### config.mk
export PLATFORM = sky130hd
export DESIGN_NAME = tsi_divider
export DESIGN_NICKNAME = d
export VERILOG_FILES = /design/src/hw/rtl/tsi_pkg.sv /design/src/hw/rtl/tsi_divider.sv
export SDC_FILE = /design/constraint.sdc
export NUM_CORES = 2
export LEC_CHECK = 0
export BUFFER_PORTS_ARGS = -buffer_cell sky130_fd_sc_hd__buf_2
export CAP_MARGIN = 20
export CORE_MARGIN = 2
export CORE_UTILIZATION = 50
export CTS_BUF_LIST = sky130_fd_sc_hd__clkbuf_4 sky130_fd_sc_hd__clkbuf_8
export DETAILED_ROUTE_END_ITERATION = 8
export GPL_TIMING_DRIVEN = 0
export MAX_ROUTING_LAYER = met4
export PLACE_DENSITY_LB_ADDON = 0.08
export SLEW_MARGIN = 15
export SYNTH_ARGS = -nofsm -noshare
export SYNTH_HDL_FRONTEND = slang
export SYNTH_SLANG_ARGS = --single-unit
### constraint.sdc
create_clock -name i_clk -period 5.6 [get_ports i_clk]
set_input_delay 1.12 -clock i_clk [delete_from_list [all_inputs] [get_ports i_clk]]
set_output_delay 1.12 -clock i_clk [all_outputs]
set_load 0.05 [all_outputs]
### src/hw/rtl/tsi_pkg.sv
package tsi_pkg;

    // Element index width, fixed by the index fields.
    localparam int IDX_W      = 32;
    // Number of dimension size registers.
    localparam int NUM_DIMS   = 4;
    localparam int RANK_W     = 3;
    localparam int AXIS_W     = 2;
    localparam int CFG_IDX_W  = 3;

    // Register map of the configuration port.
    typedef enum logic [CFG_IDX_W-1:0] {
        REG_RANK   = 3'd0,
        REG_DIM0   = 3'd1,
        REG_DIM1   = 3'd2,
        REG_DIM2   = 3'd3,
        REG_DIM3   = 3'd4,
        REG_AXIS_A = 3'd5,
        REG_AXIS_B = 3'd6
    } t_cfg_reg;

    localparam logic [RANK_W-1:0] RANK_RESET   = 3'd2;
    localparam logic [AXIS_W-1:0] AXIS_A_RESET = 2'd0;
    localparam logic [AXIS_W-1:0] AXIS_B_RESET = 2'd1;

endpackage

### src/hw/rtl/tsi_divider.sv
module tsi_divider #(
    parameter int DIM_BITS = 16,
    parameter int SIDE_W   = 64
) (
    input  logic                       i_clk,
    input  logic                       i_rst_n,
    input  logic                       i_valid,
    input  logic [tsi_pkg::IDX_W-1:0]  i_dividend,
    input  logic [DIM_BITS-1:0]        i_divisor,
    input  logic [SIDE_W-1:0]          i_side,
    output logic                       o_valid,
    output logic [tsi_pkg::IDX_W-1:0]  o_quotient,
    output logic [DIM_BITS-1:0]        o_remainder,
    output logic [SIDE_W-1:0]          o_side
);
    import tsi_pkg::*;

    // One quotient bit per stage, restoring division, most significant bit first.
    logic                 r_vld  [IDX_W];
    logic [DIM_BITS-1:0]  r_rem  [IDX_W];
    logic [IDX_W-1:0]     r_q    [IDX_W];
    logic [SIDE_W-1:0]    r_side [IDX_W];

    genvar s;
    generate
        for (s = 0; s < IDX_W; s++) begin : g_stage
            logic                vld_in;
            logic [DIM_BITS-1:0] rem_in;
            logic [IDX_W-1:0]    q_in;
            logic [SIDE_W-1:0]   side_in;
            logic [DIM_BITS:0]   trial;
            logic [DIM_BITS:0]   diff;
            logic                take;
            logic [DIM_BITS-1:0] n_rem;
            logic [IDX_W-1:0]    n_q;

            if (s == 0) begin : g_first
                assign vld_in  = i_valid;
                assign rem_in  = '0;
                assign q_in    = i_dividend;
                assign side_in = i_side;
            end else begin : g_next
                assign vld_in  = r_vld[s-1];
                assign rem_in  = r_rem[s-1];
                assign q_in    = r_q[s-1];
                assign side_in = r_side[s-1];
            end

            always_comb begin
                trial = {rem_in, q_in[IDX_W-1]};
                diff  = trial - {1'b0, i_divisor};
                take  = (trial >= {1'b0, i_divisor});
                n_rem = take ? diff[DIM_BITS-1:0] : trial[DIM_BITS-1:0];
                n_q   = {q_in[IDX_W-2:0], take};
            end

            always_ff @(posedge i_clk) begin
                if (!i_rst_n) begin
                    r_vld[s] <= 1'b0;
                end else begin
                    r_vld[s] <= vld_in;
                end
            end

            always_ff @(posedge i_clk) begin
                r_rem[s]  <= n_rem;
                r_q[s]    <= n_q;
                r_side[s] <= side_in;
            end
        end
    endgenerate

    assign o_valid     = r_vld[IDX_W-1];
    assign o_quotient  = r_q[IDX_W-1];
    assign o_remainder = r_rem[IDX_W-1];
    assign o_side      = r_side[IDX_W-1];

endmodule

==> out/qor.csv <==
stage,metric,value,unit
finish,nNetsFinal,8902,
global_routing,grt_pass1_wl,269000,um
placement,post-place-cells,10348,
power_and_ir_drop,power_density,574,nW/um^2
synthesis,yosysTopAreaCell,dfxtp_1,
global_routing,grt_pass1_vias,54271,
critical_path,cp-startpoint,i_divisor[1],
die,core,199000,sq um
critical_path,slowest_stage,clkbuf_1,
placement,gp_congestion,0.846,
sta,period_minus_slack,4.77,ns
critical_path,r2r_slack,1.94,ns
synthesis,synth_common_cells,"3,616 x dfxtp_1, 498 x ha_1, 378 x nor2_1",
finish,final_area,117000,sq um
die,num_rows,164,
synthesis,synth.most_common_cell,dfxtp_1,
drt,num_vias,53704,
critical_path,cp_cell_sequence,buf_6 > clkbuf_1 > inv_4 > buf_16 > ha_1 > nor2b_1 > o21ai_0 > a21boi_0 > o31ai_1 > a31oi_1 > o21ai_0 > o21ai_0 > clkbuf_1 > clkbuf_1 > a21oi_1,
sta,hold_violations,0,
critical_path,reg2reg_from,r_rem[1][80]$_DFF_P_,
cts,clkSinkCount,3616,
sta,finalCritPeriodShare,85.2,%
critical_path,critPathMaxFanout,20,
power_and_ir_drop,peakVddDrop,342,uV
critical_path,rr_worst_depth,11,
sta,slew_headroom,28.0,%
synthesis,syn_area_per_cell,13.5,sq um
drt,wire_per_inst,14.8,um
finish,finalNonFillerCells,11311,
finish,drive_gt1_share,18.3,%
drt,dr.pass1.iters,5,
cts,htreeDepth,6,
synthesis,synth.cell_area,100000,sq um
sta,tightest_slew,1.08,ns
die,ios,228,
synthesis,yosys.area.top_type_share,72.2,%
global_routing,grt_antenna_before_repair,11,
sta,slew_viol_final,0,
synthesis,yosysSeqAreaShare,72.2,%
synthesis,synthCells,7450,
synthesis,synthDistinctLibCells,83,
sta,setup_viol,0,
synthesis,async_flop_share,0,%
cts,post_cts_buffers,0,
drt,drtIter0Drc,2493,
cts,cts_buffers,563,
synthesis,ys_ff_latch,3616,
critical_path,criticalPathCategory,input pin to flip-flop,
placement,placedInstanceArea,105000,sq um
finish,area_growth,16.6,%
synthesis,synth-edff-count,0,
drt,drt-total-wl,167000,um
cts,insertion_delay,1.06,ns
synthesis,synthTopCellsByArea,"dfxtp_1 72%, ha_1 6.2%, mux2_2 2.9%",
global_routing,grt_start_max_net_pins,32,
status,status,"finished, final reports clean",
power_and_ir_drop,leakagePower,51.0,nW
cts,cts_tree,done,
die,dieArea,204000,sq um
critical_path,r2r_end,r_rem[1][100]$_DFF_P_,
critical_path,cp.arrival,5.59,ns
global_routing,grt_use_total,16.8,%
cts,clock_path_buffers,4,
critical_path,critPathCaptureType,flip-flop,
power_and_ir_drop,power,67.1,mW
synthesis,yosysWarnings,0,
sta,fmax,210,MHz
drt,ant_nets,0,
placement,place_hpwl,108000,um
synthesis,ys.flop_type,dfxtp_1,
cts,post_cts_resize_count,0,
die,die_height,452,um
cts,clk_pin_slew,0.06,ns
cts,ctsHoldBuffers,0,
drt,drt_drc_violations_left,0,
synthesis,mappedNetlistNets,8094,
worst_hold_path,whs_path_depth,1,
die,start_util,50.3,%
sta,grt_setup_unrepaired,no,
critical_path,critPathLaunchType,input pin,
global_routing,globalRouteOverflowTotal,0,
critical_path,crit_end,r_rem[1][100]$_DFF_P_,
cts,clockRootBuffer,clkbuf_8,
placement,io_buffers,227,
die,die_w,452,um
critical_path,crit_required,6.42,ns
critical_path,max_stage_delay,0.47,ns
sta,clock-skew-final,0.0670,ns
worst_hold_path,hp-class,input pin to flip-flop,
job,max_cap_violations,0,
drt,vias_per_cell,4.75,
-- routing by layer --
metal  wire length (um)  GRT usage [%]
met5                  0              -
met4               5970           7.50
met3               8130           4.05
met2              76700           26.6
met1              76400           20.4
-- per-stage QoR --
step | hold WS, ns | setup WS (ns) | utilization (%) | TNS (ns)
global route | 0.0420 | 0.653 | 58.6 | 0
floorplan | 0.310 | 1.12 | - | 0
CTS | 0.00748 | 1.07 | 58.6 | 0
finish | 0.168 | 0.829 | 58.6 | 0
detailed placement | 0.312 | -0.0848 | 52.7 | -0.143
global placement | 0.309 | -2.67 | 52.5 | -1160.51
-- cell usage in the layout, fill, tap and decap left out, types with 122 or more instances in the layout --
cell	netlist	final
mux2_2	260	260
clkbuf_8	0	692
xor2_1	122	122
dfxtp_1	3616	3616
buf_2	17	242
a21oi_1	323	323
inv_1	206	191
clkbuf_4	0	187
ha_1	498	498
nand2_1	272	272
nor2_1	378	378
xnor2_1	228	228
a21o_1	132	132
o21ai_0	242	242
-- worst min path at each step --
| stage | start | end |
|---|---|---|
| after floorplan | r_q[9][9]$_DFF_P_ | r_q[10][10]$_DFF_P_ |
| after global placement | r_side[2][240]$_DFF_P_ | r_side[3][48]$_DFF_P_ |
| after detailed placement | r_q[9][10]$_DFF_P_ | r_q[10][11]$_DFF_P_ |
| after CTS | i_dividend[21] | r_q[0][22]$_DFF_P_ |
| after global routing | i_dividend[21] | r_q[0][22]$_DFF_P_ |
| final | i_side[4] | r_side[0][4]$_DFF_P_ |
-- worst max-delay path, delay by kind of cell --
| kind | cells | cell delay (ns) |
|---|---|---|
| buffers and inverters | 6 | 2.13 |
| AOI/OAI and AO/OA | 7 | 1.79 |
| adders and majority gates | 1 | 0.34 |
| and+or+nand+nor | 1 | 0.13 |
-- where the power goes --
group	internal, mW	switching [mW]
Sequential	29.0	1.27
Clock	13.0	9.16
Combinational	6.58	8.11
Total	48.6	18.5
-- layout make-up --
cell class	instances	area, sq um
well taps	2656	3320
clock inverters	79	831
clock buffers	879	10900
fillers	16044	82500
inverters	206	808
plain buffers	76	363
flip-flops and latches	3616	72400
diodes	4	10.0
multi-input cells	3552	26800
repair buffers	243	1550
-- flip-flops by register name (all words and copies together), names as in the netlist --
signal	count
r_q	1024
r_side	2048
r_vld	32
r_rem	512
-- kinds of logic (layout without fill, tap and decap cells) --
kind of cell | count (synthesis) | after routing | share of synthesized area [%]
DFF | 3616 | 3616 | 72.2
and+or+nand+nor | 1209 | 1209 | 5.78
AOI/OAI and AO/OA | 1139 | 1139 | 7.36
adders and majority gates | 529 | 529 | 6.83
xor gates and xnor gates | 350 | 350 | 3.06
muxes | 325 | 325 | 3.64
buffers and inverters | 282 | 1483 | 1.13
other | 0 | 4 | 0
Power figures use the tool's default switching activity.
