--- src/hw/rtl/tsi_pkg.sv ---
package tsi_pkg;

    // Element index width, fixed by the index fields.
    localparam int IDX_W      = 32;
    // Number of dimension size registers.
    localparam int NUM_DIMS   = 4;
    localparam int RANK_W     = 3;
    localparam int AXIS_W     = 2;
    localparam int CFG_IDX_W  = 3;

    // Register map of the configuration port.
    typedef enum logic [CFG_IDX_W-1:0] {
        REG_RANK   = 3'd0,
        REG_DIM0   = 3'd1,
        REG_DIM1   = 3'd2,
        REG_DIM2   = 3'd3,
        REG_DIM3   = 3'd4,
        REG_AXIS_A = 3'd5,
        REG_AXIS_B = 3'd6
    } t_cfg_reg;

    localparam logic [RANK_W-1:0] RANK_RESET   = 3'd2;
    localparam logic [AXIS_W-1:0] AXIS_A_RESET = 2'd0;
    localparam logic [AXIS_W-1:0] AXIS_B_RESET = 2'd1;

endpackage

--- src/hw/rtl/tsi_recombine.sv ---
module tsi_recombine #(
    parameter int DIM_BITS = 16
) (
    input  logic                                          i_clk,
    input  logic                                          i_rst_n,
    input  logic                                          i_valid,
    input  logic [tsi_pkg::NUM_DIMS-1:0][DIM_BITS-1:0]    i_coord,
    input  logic [tsi_pkg::NUM_DIMS-1:0][DIM_BITS-1:0]    i_shape,
    output logic                                          o_valid,
    output logic [tsi_pkg::IDX_W-1:0]                     o_index
);
    import tsi_pkg::*;

    localparam int NUM_STG = NUM_DIMS - 1;
    localparam int PROD_W  = IDX_W + DIM_BITS;

    // Horner form: each stage takes acc * shape + coord, modulo 2^32.
    logic                                  r_vld   [NUM_STG];
    logic [IDX_W-1:0]                      r_acc   [NUM_STG];
    logic [NUM_DIMS-1:0][DIM_BITS-1:0]     r_coord [NUM_STG-1];

    genvar j;
    generate
        for (j = 0; j < NUM_STG; j++) begin : g_stage
            logic                              vld_in;
            logic [IDX_W-1:0]                  acc_in;
            logic [NUM_DIMS-1:0][DIM_BITS-1:0] coord_in;
            logic [PROD_W-1:0]                 prod;
            logic [IDX_W-1:0]                  n_acc;

            if (j == 0) begin : g_first
                assign vld_in   = i_valid;
                assign acc_in   = IDX_W'(i_coord[0]);
                assign coord_in = i_coord;
            end else begin : g_next
                assign vld_in   = r_vld[j-1];
                assign acc_in   = r_acc[j-1];
                assign coord_in = r_coord[j-1];
            end

            always_comb begin
                prod  = PROD_W'(acc_in) * PROD_W'(i_shape[j+1]);
                n_acc = prod[IDX_W-1:0] + IDX_W'(coord_in[j+1]);
            end

            always_ff @(posedge i_clk) begin
                if (!i_rst_n) begin
                    r_vld[j] <= 1'b0;
                end else begin
                    r_vld[j] <= vld_in;
                end
            end

            always_ff @(posedge i_clk) begin
                r_acc[j] <= n_acc;
            end

            if (j < NUM_STG - 1) begin : g_carry
                always_ff @(posedge i_clk) begin
                    r_coord[j] <= coord_in;
                end
            end
        end
    endgenerate

    assign o_valid = r_vld[NUM_STG-1];
    assign o_index = r_acc[NUM_STG-1];

endmodule

--- config.mk ---
export PLATFORM = sky130hd
export DESIGN_NAME = tsi_recombine
export DESIGN_NICKNAME = d
export VERILOG_FILES = /design/src/hw/rtl/tsi_pkg.sv /design/src/hw/rtl/tsi_recombine.sv
export SDC_FILE = /design/constraint.sdc
export NUM_CORES = 2
export LEC_CHECK = 0
export BUFFER_PORTS_ARGS = -buffer_cell sky130_fd_sc_hd__buf_4
export CORE_ASPECT_RATIO = 1.25
export CORE_MARGIN = 3
export CORE_UTILIZATION = 53
export DETAILED_ROUTE_END_ITERATION = 8
export MAX_ROUTING_LAYER = met4
export PLACE_DENSITY = 0.85
export SKIP_CTS_REPAIR_TIMING = 1
export SYNTH_ARGS = -nofsm -noshare
export SYNTH_HDL_FRONTEND = slang
export SYNTH_SLANG_ARGS = --single-unit
--- constraint.sdc ---
create_clock -name i_clk -period 6.7 [get_ports i_clk]
set_input_delay 0.67 -clock i_clk [delete_from_list [all_inputs] [get_ports i_clk]]
set_output_delay 0.67 -clock i_clk [all_outputs]
set_load 0.005 [all_outputs]
==> qor_table.md <==
| Group | Parameter | Value |
| --- | --- | --- |
| outcome | Outcome | completed |
| drt | Total detailed-routing wirelength | 88.3 mm |
| setup path | Worst setup EP type | flop |
| sta | Fin crit period | 6.52 ns |
| drt | Routed wire length per instance | 17.5 um |
| placement | Routability cong. | 0.936 |
| floorplan | Initial core utilization | 0.538 |
| drt | Post-DRT Antenna Nets | 0 |
| setup path | Data arrival time of the critical path | 6.88 ns |
| setup path | Worst setup path start | r_acc[0][35] |
| synth | #FFs+latches synth | 147 |
| synth | Dominant synthesized flop cell | sky130_fd_sc_hd__dfxtp_1 |
| global route | Vias in the first global route | 30,400 |
| setup path | Critical path startpoint category | flop |
| clock tree | Clock-pin slew of the registers on the worst-case setup and hold paths | 0.08 ns |
| setup path | Endpoint of the most critical register-to-register path | r_acc[0][94] |
| synth | Share of synthesized registers carrying an async set or reset | 0 |
| global route | Overall routing resource usage | 0.266 |
| clock tree | Maximum number of buffers from clock root to sink | 2 |
| flow run | Max capacitance violation total | 0 |
| drt | Post-DR vias/cell | 5.34 |
| cells and area | Fillcell total | 5,355 |
| clock tree | Clock insertion delay at the later pin of the skew report | 0.48 ns |
| clock tree | TritonCTS Sinks | 147 |
| floorplan | Top-level I/O count | 164 |
| sta | Final Skew | 0.0180 ns |
| global route | Total congestion overflow after global routing | 0 |
| placement | Half-perimeter wire length after placement | 72.4 mm |
| drt | Number of iterations in the first detailed-routing pass | 5 |
| setup path | Largest stage delay on the critical path | 0.70 ns |
| sta | Number of hold-slack violations in the final timing report | 0 |
| floorplan | Row count | 106 |
| clock tree | Clock tree root driver cell | sky130_fd_sc_hd__clkbuf_16 |
| cells and area | Fraction of layout instances using a drive strength above 1 | 0.0719 |
| setup path | Cell depth of the worst flop-to-flop path | 21 |
| placement | Count of buffers from port buffering | 147 |
| floorplan | Die Outline Area | 0.0716 sq mm |
| sta | Worst-margin pin slew | 0.657 ns |
| setup path | Source of the worst register-to-register timing path | r_acc[0][35] |
| worst hold path | Number of stages on the worst hold path | 1 |
| floorplan | Die outline width | 240 um |
| sta | Slew Limit Fails | 0 |
| global route | Largest net degree at the start of global routing | 33 |
| setup path | Cell with the biggest individual delay on the critical path | sky130_fd_sc_hd__dfxtp_1 |
| sta | Unrepaired setup endpoints after global routing | false |
| setup path | Internal reg-to-reg setup slack | 0.18 ns |
| floorplan | Chip height | 299 um |
| drt | Number of vias after detailed routing | 26,900 |
| sta | Max transition margin | 0.561 |
| setup path | Cell Chain, Critical Path | and2_1 -> fa_1 -> fa_1 -> ha_1 -> fa_1 -> inv_1 -> fa_1 -> fa_1 -> inv_1 -> ha_1 -> or3_1 -> o22a_1 -> a31oi_1 -> nand2b_1 -> nor3_1 -> a211oi_1 -> buf_4 -> o21ai_1 -> nor4_2 -> o31ai_1 -> xor2_1 |
| cells and area | Number of nets in the finished design | 5,414 |
| synth | Synthesized Nets | 5,293 |
| floorplan | Core Area | 0.0674 sq mm |
| sta | Setup TNS | 0 ns |
| synth | Distinct cells, synth | 54 |
| synth | Post-Synthesis Mean Instance Area | 8.98 sq um |
| global route | Wire length of the first global-routing pass | 146 mm |
| synth | Post-synthesis instance area | 0.0363 sq mm |
| synth | Number of flops mapped to enable cells by yosys | 0 |
| setup path | Setup Crit Path Kind | flop to flop |
| clock tree | Number of H-tree levels | 4 |
| worst hold path | Critical hold path startpoint | i_coord[48] |
| setup path | Cell repeated most along the worst path | sky130_fd_sc_hd__fa_1 |
| cells and area | Area growth from synthesis to layout | 8.42% |
| synth | Sequential fraction of the synthesis area | 0.0811 |
| worst hold path | Hold worst-path end | r_coord[0][48] |
| setup path | Crit path max fanout | 13 |
| drt | Number of DRC violations after detailed-routing iteration 0 | 1,500 |
| synth | Mapped Cells | 4,042 |
| sta | Setup violations, final | 0 |
| global route | Initial antenna violation count | 10 |
| sta | Share of the cycle needed by the critical path after routing | 0.974 |
| setup path | Data required time of the critical path | 7.06 ns |
| drt | Detailed-route DRC error count | 0 |
| clock tree | Cts bufs inserted | 17 |
| clock tree | CTS tree | yes |
| sta | Max frequency | 153 MHz |
| synth | Count of synthesis-stage warnings from yosys | 0 |
| worst hold path | Tightest Hold Check Type | input port to flop |
critical path: cells and delay by family (launching register included):
kind / cells / cell delay (ns)
fa+ha+maj: 7 / 2.81
compound gates: 5 / 1.22
simple gates: 5 / 1.21
flops: 1 / 0.70
buf+inv: 3 / 0.34
xor+xnor: 1 / 0.15
metal layers:
metal | up-vias | track usage | part of all wire
li1 | 11800 | - | -
met1 | 13500 | 0.276 | 0.34
met2 | 1246 | 0.469 | 0.52
met3 | 460 | 0.0512 | 0.077
met4 | 0 | 0.149 | 0.063
met5 | - | - | 0
synth_stat cells, types with 2 or more instances:
master | number | area (sq um)
sky130_fd_sc_hd__inv_1 | 1110 | 4170
sky130_fd_sc_hd__fa_1 | 848 | 17000
sky130_fd_sc_hd__nand2_1 | 612 | 2300
sky130_fd_sc_hd__and2_1 | 456 | 2850
sky130_fd_sc_hd__ha_1 | 272 | 3400
sky130_fd_sc_hd__clkbuf_1 | 147 | 552
sky130_fd_sc_hd__dfxtp_1 | 147 | 2940
sky130_fd_sc_hd__xnor2_1 | 106 | 928
sky130_fd_sc_hd__a21oi_1 | 67 | 335
sky130_fd_sc_hd__nor2_1 | 40 | 150
sky130_fd_sc_hd__a21o_1 | 30 | 225
sky130_fd_sc_hd__o21ai_0 | 30 | 150
sky130_fd_sc_hd__xor2_1 | 30 | 263
sky130_fd_sc_hd__o21a_1 | 21 | 158
sky130_fd_sc_hd__nor2b_1 | 13 | 81.3
sky130_fd_sc_hd__nor3_1 | 11 | 55.1
sky130_fd_sc_hd__o21ai_1 | 10 | 50.1
sky130_fd_sc_hd__o21bai_1 | 10 | 75.1
sky130_fd_sc_hd__and3_1 | 8 | 50.1
sky130_fd_sc_hd__nand2b_1 | 8 | 50.1
sky130_fd_sc_hd__nand3_1 | 8 | 40.0
sky130_fd_sc_hd__nand4_1 | 5 | 31.3
sky130_fd_sc_hd__o31a_1 | 5 | 43.8
sky130_fd_sc_hd__a211oi_1 | 4 | 30.0
sky130_fd_sc_hd__a31oi_1 | 4 | 25.0
sky130_fd_sc_hd__or3_1 | 4 | 25.0
sky130_fd_sc_hd__o211ai_1 | 3 | 22.5
sky130_fd_sc_hd__a221o_1 | 2 | 20.0
sky130_fd_sc_hd__o22a_1 | 2 | 17.5
sky130_fd_sc_hd__o22ai_1 | 2 | 12.5
sky130_fd_sc_hd__o31ai_1 | 2 | 15.0
sky130_fd_sc_hd__o41a_1 | 2 | 22.5
sky130_fd_sc_hd__or2_1 | 2 | 12.5
worst max-delay path by stage:
stage,to,slack [ns],cells after the start
5_1_grt,r_acc[0][94],0.006,22
4_1_cts,r_acc[0][62],0.09,24
2_1_floorplan,r_acc[0][94],0.21,23
3_5_place_dp,r_acc[0][94],-0.04,24
3_3_place_gp,r_acc[0][94],-0.04,24
6_report,r_acc[0][94],0.18,21
cells in the final DEF, fill, tap and decap left out, types with 3 or more instances in the layout:
master | Yosys | routed
sky130_fd_sc_hd__nand3_1 | 8 | 8
sky130_fd_sc_hd__or3_1 | 4 | 4
sky130_fd_sc_hd__o31a_1 | 5 | 5
sky130_fd_sc_hd__a21o_1 | 30 | 30
sky130_fd_sc_hd__clkbuf_16 | 0 | 17
sky130_fd_sc_hd__nand4_1 | 5 | 5
sky130_fd_sc_hd__nor2b_1 | 13 | 13
sky130_fd_sc_hd__ha_1 | 272 | 272
sky130_fd_sc_hd__a211oi_1 | 4 | 4
sky130_fd_sc_hd__xor2_1 | 30 | 30
sky130_fd_sc_hd__nand2b_1 | 8 | 8
sky130_fd_sc_hd__nand2_1 | 612 | 612
sky130_fd_sc_hd__nor2_1 | 40 | 40
sky130_fd_sc_hd__o21ai_1 | 10 | 10
sky130_fd_sc_hd__o21ai_0 | 30 | 30
sky130_fd_sc_hd__buf_4 | 0 | 249
sky130_fd_sc_hd__diode_2 | 0 | 10
sky130_fd_sc_hd__and3_1 | 8 | 8
sky130_fd_sc_hd__and2_1 | 456 | 456
sky130_fd_sc_hd__o21a_1 | 21 | 21
sky130_fd_sc_hd__a21oi_1 | 67 | 67
sky130_fd_sc_hd__o211ai_1 | 3 | 3
sky130_fd_sc_hd__o21bai_1 | 10 | 10
sky130_fd_sc_hd__a31oi_1 | 4 | 4
sky130_fd_sc_hd__inv_8 | 0 | 5
sky130_fd_sc_hd__dfxtp_1 | 147 | 136
sky130_fd_sc_hd__xnor2_1 | 106 | 106
sky130_fd_sc_hd__fa_1 | 848 | 848
sky130_fd_sc_hd__nor3_1 | 11 | 11
sky130_fd_sc_hd__dfxtp_2 | 0 | 11
sky130_fd_sc_hd__inv_1 | 1110 | 1110
through the flow:
step | worst slack [ns] | util | hold WS [ns] | cells | area, sq um
floorplan | 0.209 | - | 0.310 | 4042 | 36300
global placement | -0.0448 | 0.574 | 0.312 | 5008 | 38700
detailed placement | -0.0447 | 0.574 | 0.312 | 5008 | 38700
CTS | 0.0866 | 0.583 | 0.270 | 5039 | 39300
global route | 0.00588 | 0.584 | 0.275 | 5049 | 39300
finish | 0.176 | 0.584 | 0.299 | 5049 | 39300
logic make-up after synthesis:
group | share of synthesized area
DFF | 0.0811
and+or+nand+nor | 0.157
xor gates and xnor gates | 0.0328
adders and majority gates | 0.562
AOI/OAI and AO/OA | 0.0370
buffers and inverters | 0.130
final cells by class:
type / count / area [sq um] / share of cell area
multi-input cells: 2638 / 28600 / 0.728
inverters: 1110 / 4170 / 0.106
flip-flops and latches: 147 / 2960 / 0.0752
repair buffers: 249 / 1870 / 0.0475
well taps: 864 / 1080 / 0.0275
clock buffers: 17 / 425 / 0.0108
clock inverters: 14 / 191 / 0.00487
diodes: 10 / 25.0 / 0.000636
state kept, by name, indices dropped and copies added, names as in the netlist:
| register | flops |
|---|---|
| r_acc | 96 |
| r_coord | 48 |
| r_vld | 3 |
Power is not shown: default switching activity piles up to over one toggle a cycle in this logic, so the estimate is an artifact.
